--- src/omni3_pkg.sv ---
// Shared types, constants and tables for the three-wheel omni odometry unit.
// No dependencies; imported by omni3_cordic, omni_three_wheel_odometry_unit and the testbench.
package omni3_pkg;

  // Default sizing for the top-level parameters
  localparam int COUNT_WIDTH_DEF = 32;
  localparam int POS_WIDTH_DEF   = 48;
  localparam int TRIG_WIDTH_DEF  = 16;

  // Configuration port
  localparam int CFG_W     = 24;
  localparam int CFG_IDX_W = 1;
  localparam logic [CFG_IDX_W-1:0] REG_TICK_LENGTH = 1'b0;
  localparam logic [CFG_IDX_W-1:0] REG_ANGLE_GAIN  = 1'b1;
  localparam logic [CFG_W-1:0] TICK_LENGTH_RST = 24'd2019343;
  localparam logic [CFG_W-1:0] ANGLE_GAIN_RST  = 24'd392430;

  // Stream payload layout
  localparam int IN_FIELD_W  = 32;
  localparam int POS_OUT_W   = 48;
  localparam int OUT_FIELD_W = 32;
  localparam int S_DATA_W    = 3 * IN_FIELD_W;
  localparam int M_DATA_W    = 2 * POS_OUT_W + 4 * OUT_FIELD_W;

  // Kinematic scale factors, Q18
  localparam logic [17:0] SQRT3_3_Q18 = 18'd151349;
  localparam logic [17:0] THIRD_Q18   = 18'd87381;

  // CORDIC datapath
  localparam int CORDIC_STEPS = 30;
  localparam int CORD_W       = 34;
  localparam int ITER_W       = $clog2(CORDIC_STEPS);
  localparam logic [31:0] CORDIC_GAIN_Q30 = 32'd652032874;

  // atan(2^-i) as a binary angle, full turn 2^32
  function automatic logic [31:0] cordic_atan(input logic [ITER_W-1:0] i);
    logic [31:0] r;
    case (i)
      5'd0:    r = 32'd536870912;
      5'd1:    r = 32'd316933406;
      5'd2:    r = 32'd167458907;
      5'd3:    r = 32'd85004756;
      5'd4:    r = 32'd42667331;
      5'd5:    r = 32'd21354465;
      5'd6:    r = 32'd10679838;
      5'd7:    r = 32'd5340245;
      5'd8:    r = 32'd2670163;
      5'd9:    r = 32'd1335087;
      5'd10:   r = 32'd667544;
      5'd11:   r = 32'd333772;
      5'd12:   r = 32'd166886;
      5'd13:   r = 32'd83443;
      5'd14:   r = 32'd41722;
      5'd15:   r = 32'd20861;
      5'd16:   r = 32'd10430;
      5'd17:   r = 32'd5215;
      5'd18:   r = 32'd2608;
      5'd19:   r = 32'd1304;
      5'd20:   r = 32'd652;
      5'd21:   r = 32'd326;
      5'd22:   r = 32'd163;
      5'd23:   r = 32'd81;
      5'd24:   r = 32'd41;
      5'd25:   r = 32'd20;
      5'd26:   r = 32'd10;
      5'd27:   r = 32'd5;
      5'd28:   r = 32'd3;
      5'd29:   r = 32'd1;
      default: r = 32'd0;
    endcase
    return r;
  endfunction

endpackage

--- src/omni3_cordic.sv ---
// Iterative CORDIC: sine and cosine of a binary angle, one rotation per cycle.
// Depends on omni3_pkg (atan table, gain, datapath width).
module omni3_cordic
  import omni3_pkg::*;
#(
  parameter int TRIG_WIDTH = TRIG_WIDTH_DEF
) (
  input  logic                         clk,
  input  logic                         rst,
  input  logic                         start,
  input  logic [31:0]                  angle,
  output logic                         done,
  output logic signed [TRIG_WIDTH-1:0] sin_q,
  output logic signed [TRIG_WIDTH-1:0] cos_q
);

  localparam int SH = 32 - TRIG_WIDTH;
  localparam logic signed [CORD_W-1:0] RND = CORD_W'(1) <<< (SH - 1);

  typedef enum logic [1:0] {C_IDLE, C_ITER, C_ROUND} cstate_t;

  cstate_t                   state;
  logic [ITER_W-1:0]         iter;
  logic                      flip;
  logic signed [CORD_W-1:0]  x;
  logic signed [CORD_W-1:0]  y;
  logic signed [CORD_W-1:0]  z;
  logic                      fold;
  logic [31:0]               ang_fold;
  logic signed [CORD_W-1:0]  atan_i;
  logic signed [CORD_W-1:0]  xf;
  logic signed [CORD_W-1:0]  yf;

  // Fold into [-pi/2, pi/2) by adding pi; results are negated at the end
  always_comb begin
    ang_fold = angle + 32'h4000_0000;
    fold     = ang_fold[31];
    ang_fold = fold ? (angle + 32'h8000_0000) : angle;
  end

  assign atan_i = $signed(CORD_W'(cordic_atan(iter)));
  assign xf     = flip ? -x : x;
  assign yf     = flip ? -y : y;

  always_ff @(posedge clk) begin
    if (rst) begin
      state <= C_IDLE;
      done  <= 1'b0;
      iter  <= '0;
    end else begin
      case (state)
        C_IDLE: begin
          if (start) begin
            x     <= $signed(CORD_W'(CORDIC_GAIN_Q30));
            y     <= '0;
            z     <= CORD_W'($signed(ang_fold));
            flip  <= fold;
            iter  <= '0;
            done  <= 1'b0;
            state <= C_ITER;
          end
        end
        C_ITER: begin
          // Rotate toward zero residual angle
          if (!z[CORD_W-1]) begin
            x <= x - (y >>> iter);
            y <= y + (x >>> iter);
            z <= z - atan_i;
          end else begin
            x <= x + (y >>> iter);
            y <= y - (x >>> iter);
            z <= z + atan_i;
          end
          if (iter == ITER_W'(CORDIC_STEPS - 1)) begin
            state <= C_ROUND;
          end else begin
            iter <= iter + 1'b1;
          end
        end
        C_ROUND: begin
          // Undo fold, round half up to Q(TRIG_WIDTH-2)
          cos_q <= TRIG_WIDTH'((xf + RND) >>> SH);
          sin_q <= TRIG_WIDTH'((yf + RND) >>> SH);
          done  <= 1'b1;
          state <= C_IDLE;
        end
        default: state <= C_IDLE;
      endcase
    end
  end

endmodule

--- config.mk ---
export PLATFORM = sky130hd
export DESIGN_NAME = omni3_cordic
export DESIGN_NICKNAME = d
export VERILOG_FILES = /design/src/omni3_pkg.sv /design/src/omni3_cordic.sv
export SDC_FILE = /design/constraint.sdc
export NUM_CORES = 1
export LEC_CHECK = 0
export ABC_AREA = 1
export ABC_CLOCK_PERIOD_IN_PS = 8460
export BUFFER_PORTS_ARGS = -buffer_cell sky130_fd_sc_hd__buf_2
export CAP_MARGIN = 5
export CORE_ASPECT_RATIO = 2
export CORE_MARGIN = 8
export CORE_UTILIZATION = 30
export CTS_BUF_LIST = sky130_fd_sc_hd__clkbuf_8
export DETAILED_ROUTE_END_ITERATION = 7
export GPL_TIMING_DRIVEN = 0
export PLACE_DENSITY_LB_ADDON = 0.3
export SKIP_LAST_GASP = 1
export SLEW_MARGIN = 20
export SYNTH_ARGS = -nofsm -noshare
export SYNTH_HDL_FRONTEND = slang
export SYNTH_SLANG_ARGS = --single-unit
export TNS_END_PERCENT = 10
--- constraint.sdc ---
create_clock -name clk -period 8.46 [get_ports clk]
set_input_delay 1.269 -clock clk [delete_from_list [all_inputs] [get_ports clk]]
set_output_delay 1.269 -clock clk [all_outputs]
set_load 0.005 [all_outputs]
## Word-level counts from Yosys, hierarchy flattened

Memories as Yosys holds them, arrays and structs flattened. A register that Yosys moved wholly into a read port is not among the register bits.
Cells that the tools add are included.

- Register bits after elaboration: 143
- Input bits: 35
- Memories: 1
- Bits in read-only memories: 960
- Output and inout port bits: 33
- Logic and storage cells: 63

Memory list:

| name | words | bits a word | rd ports | clocked after Yosys merged registers in | write ports | RTL line | source |
|---|---|---|---|---|---|---|---|
| (no name shown) | 32 | 30 | 1 | 1 | 0 | omni3_pkg.sv:38 | `case (i)` |

- Shift-type cells: 2
- Multiplexer cells: 22
- $add $sub $neg: 13
- Reduce and logical (&&, ||, !) cells: 9
- Equal/unequal tests: 6
- Bitwise gates (word level): 1

Operators with widths:

| kind | count |
|---|---|
| 2-to-1 mux 34 bit | 6 |
| one-hot mux 34 bit (2 select lines) | 3 |
| 2-to-1 mux 32 bit | 3 |
| adder 34 bit | 2 |
| >>> shifter 34 x 5 -> 34 bit | 2 |
| subtractor 34 bit | 2 |
| adder 32 x 17 -> 32 bit (second input constant) | 2 |
| negator 32 bit | 2 |
| adder 34 x 33 -> 34 bit | 1 |
| subtractor 34 x 33 -> 34 bit | 1 |
| adder 32 x 31 -> 32 bit (second input constant) | 1 |
| adder 32 bit (second input constant) | 1 |
| 2-to-1 mux 5 bit | 4 |
| one-hot mux 5 bit (2 select lines) | 1 |
| AND reduction 3 bit | 3 |
| != test 2 bit (second input constant) | 3 |
| AND reduction 2 bit | 3 |
| adder 5 x 1 -> 5 bit (second input constant) | 1 |
| equality test 5 bit (second input constant) | 1 |
| 2-to-1 mux 2 bit | 2 |
| one-hot mux 2 bit (2 select lines) | 1 |
| nonzero test 2 bit | 2 |
| equality test 2 x 1 -> 1 bit (second input constant) | 1 |
| equality test 2 bit (second input constant) | 1 |
| other kinds (4) | 4 |

## Longest topological paths before layout

- Word-level depth: 5
- Gate-level depth with buffers: 34
- Gate-level depth less buffers: 32

## Worst setup path before layout

No wires, ideal clock.

- Kind: input port to flip-flop
- From: in rst
- To: reg x[0], enable pin
- Buffers on the path: 1
- Slack: -0.689 ns
- Data required time: 7.773 ns
- Arrival time: 8.462 ns
- Cell stages on the path: 2
- Library setup time: 0.687 ns
- Path through: clkbuf_1 nor3_1

- Cells in the longest elaborated chain, start to end: 2

Ends and longest elaborated chain:

| item | RTL line | source |
|---|---|---|
| start: declaration | omni3_cordic.sv:9 | `input logic rst,` |
| NOT 1 bit (no line) | - |  |
| AND reduction 3 bit (no line) | - |  |
| end signal: assignment | omni3_cordic.sv:54 | `x <= $signed(CORD_W'(CORDIC_GAIN_Q30));` |
| end signal: assignment | omni3_cordic.sv:66 | `x <= x - (y >>> iter);` |
| end signal: assignment | omni3_cordic.sv:70 | `x <= x + (y >>> iter);` |
| end: declaration | omni3_cordic.sv:25 | `logic signed [CORD_W-1:0] x;` |

No other way between the ends.
A chain may end at the register's enable or synchronous reset.

## Worst setup path in the final report

- From: reg iter[3]
- To: reg x[33] (data pin)

- Cells in the longest elaborated chain, start to end: 4
- Elaborated cells on any way between the ends: 5
- Those cells by class: add/sub: 2; shift: 1; mux: 2

Ends and longest elaborated chain:

| item | RTL line | source |
|---|---|---|
| start: declaration | omni3_cordic.sv:23 | `logic [ITER_W-1:0] iter;` |
| start signal: assignment | omni3_cordic.sv:77 | `iter <= iter + 1'b1;` |
| >>> shifter 34 x 5 -> 34 bit (*) | omni3_cordic.sv:66, omni3_cordic.sv:70 |  |
| subtractor 34 bit / adder 34 bit (equally long branches) | omni3_cordic.sv:66, omni3_cordic.sv:70 |  |
| 2-to-1 mux 34 bit (*) | omni3_cordic.sv:65 | `if (!z[CORD_W-1]) begin` |
| one-hot mux 34 bit (2 select lines) (*) | omni3_cordic.sv:51 | `case (state)` |

Every way passes the cells marked *; elsewhere a longest branch is shown, timed or not.

==> summary.md <==
| Metric | Value |
|---|---|
| Post-synth EDFFs | `135` |
| Type of origin of the critical path | `flop` |
| Die area | `between 70000 and 80000 µm²` |
| Top_reg_cell synth | `edfxtp_1` |
| Achievable Freq | `~160 MHz` |
| Tmin final | `between 6 and 7 ns` |
| RSZ-0062 raised after global routing | `no` |
| Asr flop ratio synth | `0` |
| Via count | `between 20000 and 25000` |
| Seq/Total Area, Yosys | `0.242` |
| Largest net degree at the start of global routing | `26` |
| R2R cell count | `22` |
| Final HPWL DP | `90000 µm` |
| Hold WS | `about 0.55 ns` |
| Chip width | `between 150 and 200 µm` |
| GR Overflow Total | `0` |
| Die Height | `380 µm` |
| Footprint of the multi-input gates | `around 13000 µm²` |
| WHS Endpoint | `done` |
| Nets | `3376` |
| Clock sinks | `between 150 and 200` |
| Clock Latency Late Sink | `approximately 0.62 ns` |
| CP required | `8.84 ns` |
| DRT iter0 DRCs | `~1400` |
| Yosys Warn Count | `0` |
| Clock root buffer | `clkbuf_8` |
| CP cell instances | `inv_2, buf_2, buf_1, nand3_1, nand3_1, nand2_1, inv_1, nand3_1, nor2_1, nand3_1, nand2_1, nand3_1, xor2_1, ha_1, a21oi_1, nor2_1, a211oi_1, o221ai_1, a31oi_1, nand3_1, a21oi_1, nor2_1` |
| R2R Setup Slk | `2.38 ns` |
| Min-delay worst type | `reg2reg` |
| Netlist cell types | `between 50 and 60` |
| Outcome | `finished clean` |
| Clock Pin Slew Worst Setup and Hold Paths | `roughly 0.12 ns` |
| Mean Syn Cell Area | `between 6 and 7 µm²` |
| R2r startpoint | `iter[3]` |
| Mapped cell area | `19900 µm²` |
| Postcts setup bufs | `0` |
| Leak | `between 10 and 15 nW` |
| Antenna violations before repair | `3` |
| Core area | `65700 µm²` |
| Mapped Nets | `3282` |
| Slew headroom | `0.223` |
| Port Buf Inserts | `66` |
| # hold bufs at CTS | `0` |
| Iteration count of the initial detailed-routing pass | `6` |
| Initial Util | `0.303` |
| Cts repair resizes | `0` |
| Crit Reg-Reg Endpoint | `x[33]` |
| Crit-path max cell delay | `between 0.8 and 0.9 ns` |
| Vias per cell | `about 5.5` |
| HP Start | `done` |
| WL final | `between 100000 and 150000 µm` |
| IO Pins | `roughly 70` |
| Longest Clk Path Bufs | `2` |
| Fin. Hold Viols | `0` |
| Storage element area | `about 4800 µm²` |
| Post-DR wirelength/cell | `26.0 µm` |
| Routed Antenna Nets | `0` |
| Wire length of the first global-routing pass | `roughly 150000 µm` |
| CP Buf/Inv Count | `4` |
| Layout cell share with drive strength beyond 1 | `0.0757` |
| Worst setup path class | `reg2reg` |
| Max Clock Skew | `0.0354 ns` |
| # Max-Cap Violations | `0` |
| Least-Margin Pin Slew | `1.17 ns` |
| Cts bufs inserted | `17` |
| PnR worst setup slack | `between 2 and 2.5 ns` |
| Vias in the first global route | `23399` |
| Fillers | `~7400` |
| Layout Area Growth over Synthesis | `10.4%` |
| Worst EP arrival | `between 6 and 7 ns` |
| CTS tree | `yes` |
| Critical path capture point type | `flop` |
| Critical path's top delay family | `simple AND/OR/NAND/NOR gates` |
| Max-slew violations | `0` |
| Setup Viol. Count Final | `0` |
| Crit Path Max Fanout | `10` |
| GRT Resource Usage Total | `0.283` |
| Row count | `133` |
| Slowest cell on the critical path | `buf_1` |
| Pre-CTS setup slack | `approximately 2.6 ns` |
| Max IR drop VDD | `0.152 mV` |
| Htree depth | `4` |
| Drt drc | `0` |
| Hold Crit Depth | `2` |
| Cell mode on critical path | `nand3_1` |
| PwrDens | `about 200 nW/µm²` |
| Synthesized flop and latch total | `173` |
| Final Wtd Congestion | `about 1.0` |
| Period utilization | `0.718` |
| Post-Syn Instances | `3131` |
cells in the final DEF (no fill, tap or decap), types with 27 or more instances in the layout:
cell type	synthesis	final
nand2_1	790	790
dfxtp_1	38	38
nor3_1	39	38
o21ai_0	176	176
a31oi_1	27	27
a21oi_1	192	192
buf_2	37	104
ha_1	113	113
nor2_1	309	308
xnor2_1	46	46
nand3_1	495	495
inv_1	300	300
clkbuf_1	45	44
nand4_1	31	31
xor2_1	101	101
edfxtp_1	135	135
report_power, final:
part           internal, mW  leakage (nW)  total [mW]  switching, mW
Sequential             1.02          1.57        1.14          0.122
Combinational         0.765          8.28        2.47           1.71
Clock                 0.240         0.220       0.697          0.457
worst min-delay path, cell delays in order (launching register included):
cell and delay [ns]:
dfxtp_1 0.37, nand2_1 0.08, o21ai_0 0.07
Yosys cell counts (all sizes together) (45+ instances only):
master	count	area, µm²
buf	63	373
ha	113	1410
nor2	329	1310
clkbuf	45	169
xnor2	46	403
edfxtp	135	4050
a21oi	192	961
nand3	499	2520
o21ai	203	1030
nand2	807	3070
inv	310	1170
xor2	103	917
layer usage:
layer,part of all wire,track usage
met1,0.31,0.239
met2,0.53,0.534
met3,0.039,0.0449
met4,0.12,0.285
met5,0,0
sequential cells by signal, indices dropped and copies added, names as in the netlist:
register and cells:
x 34, y 34, z 34, atan_i 30
cos_q 16, sin_q 16, iter 5, state 2
done 1, flip 1
worst max path at each step:
stage | depth (start not counted) | slack (ns) | startpoint | to
floorplan | 2 | 2.51 | rst | x[0]
global placement | 2 | -0.39 | rst | y[29]
detailed placement | 22 | 2.55 | iter[3] | x[33]
CTS | 22 | 2.53 | iter[3] | x[33]
global route | 22 | 2.05 | iter[2] | y[24]
finish | 22 | 2.38 | iter[3] | x[33]
area by class of cell:
cell class,instances,share of cell area
multi-input combinational,2538,0.609
tap,877,0.0500
clock buffer,17,0.0107
antenna,4,0.000456
timing repair buffer,75,0.0223
sequential,173,0.219
clock inverter,15,0.00957
inverter,312,0.0536
buffer,108,0.0248
cells by family after synthesis:
group	synth area share
buffers and inverters	0.0864
AO/OA/AOI/OAI	0.146
adder cells (fa/ha/maj)	0.0741
flip-flops	0.242
AND/OR/NAND/NOR	0.385
XOR/XNOR	0.0664
metrics by stage:
| step | utilization | setup TNS (ns) | instances | area (µm²) | total power, mW |
|---|---|---|---|---|---|
| 5_1_grt | 0.334 | 0 | 4117 | 21900 | 4.62 |
| 3_3_place_gp | 0.324 | -39.52 | 4074 | 21300 | 3.59 |
| 3_5_place_dp | 0.327 | 0 | 4083 | 21500 | 3.59 |
| 2_1_floorplan | - | 0 | 3131 | 19900 | 2.77 |
| 4_1_cts | 0.334 | 0 | 4115 | 21900 | 4.30 |
| 6_report | 0.334 | 0 | 4119 | 22000 | 4.31 |
No activity file was read; power rests on OpenSTA's default activity.
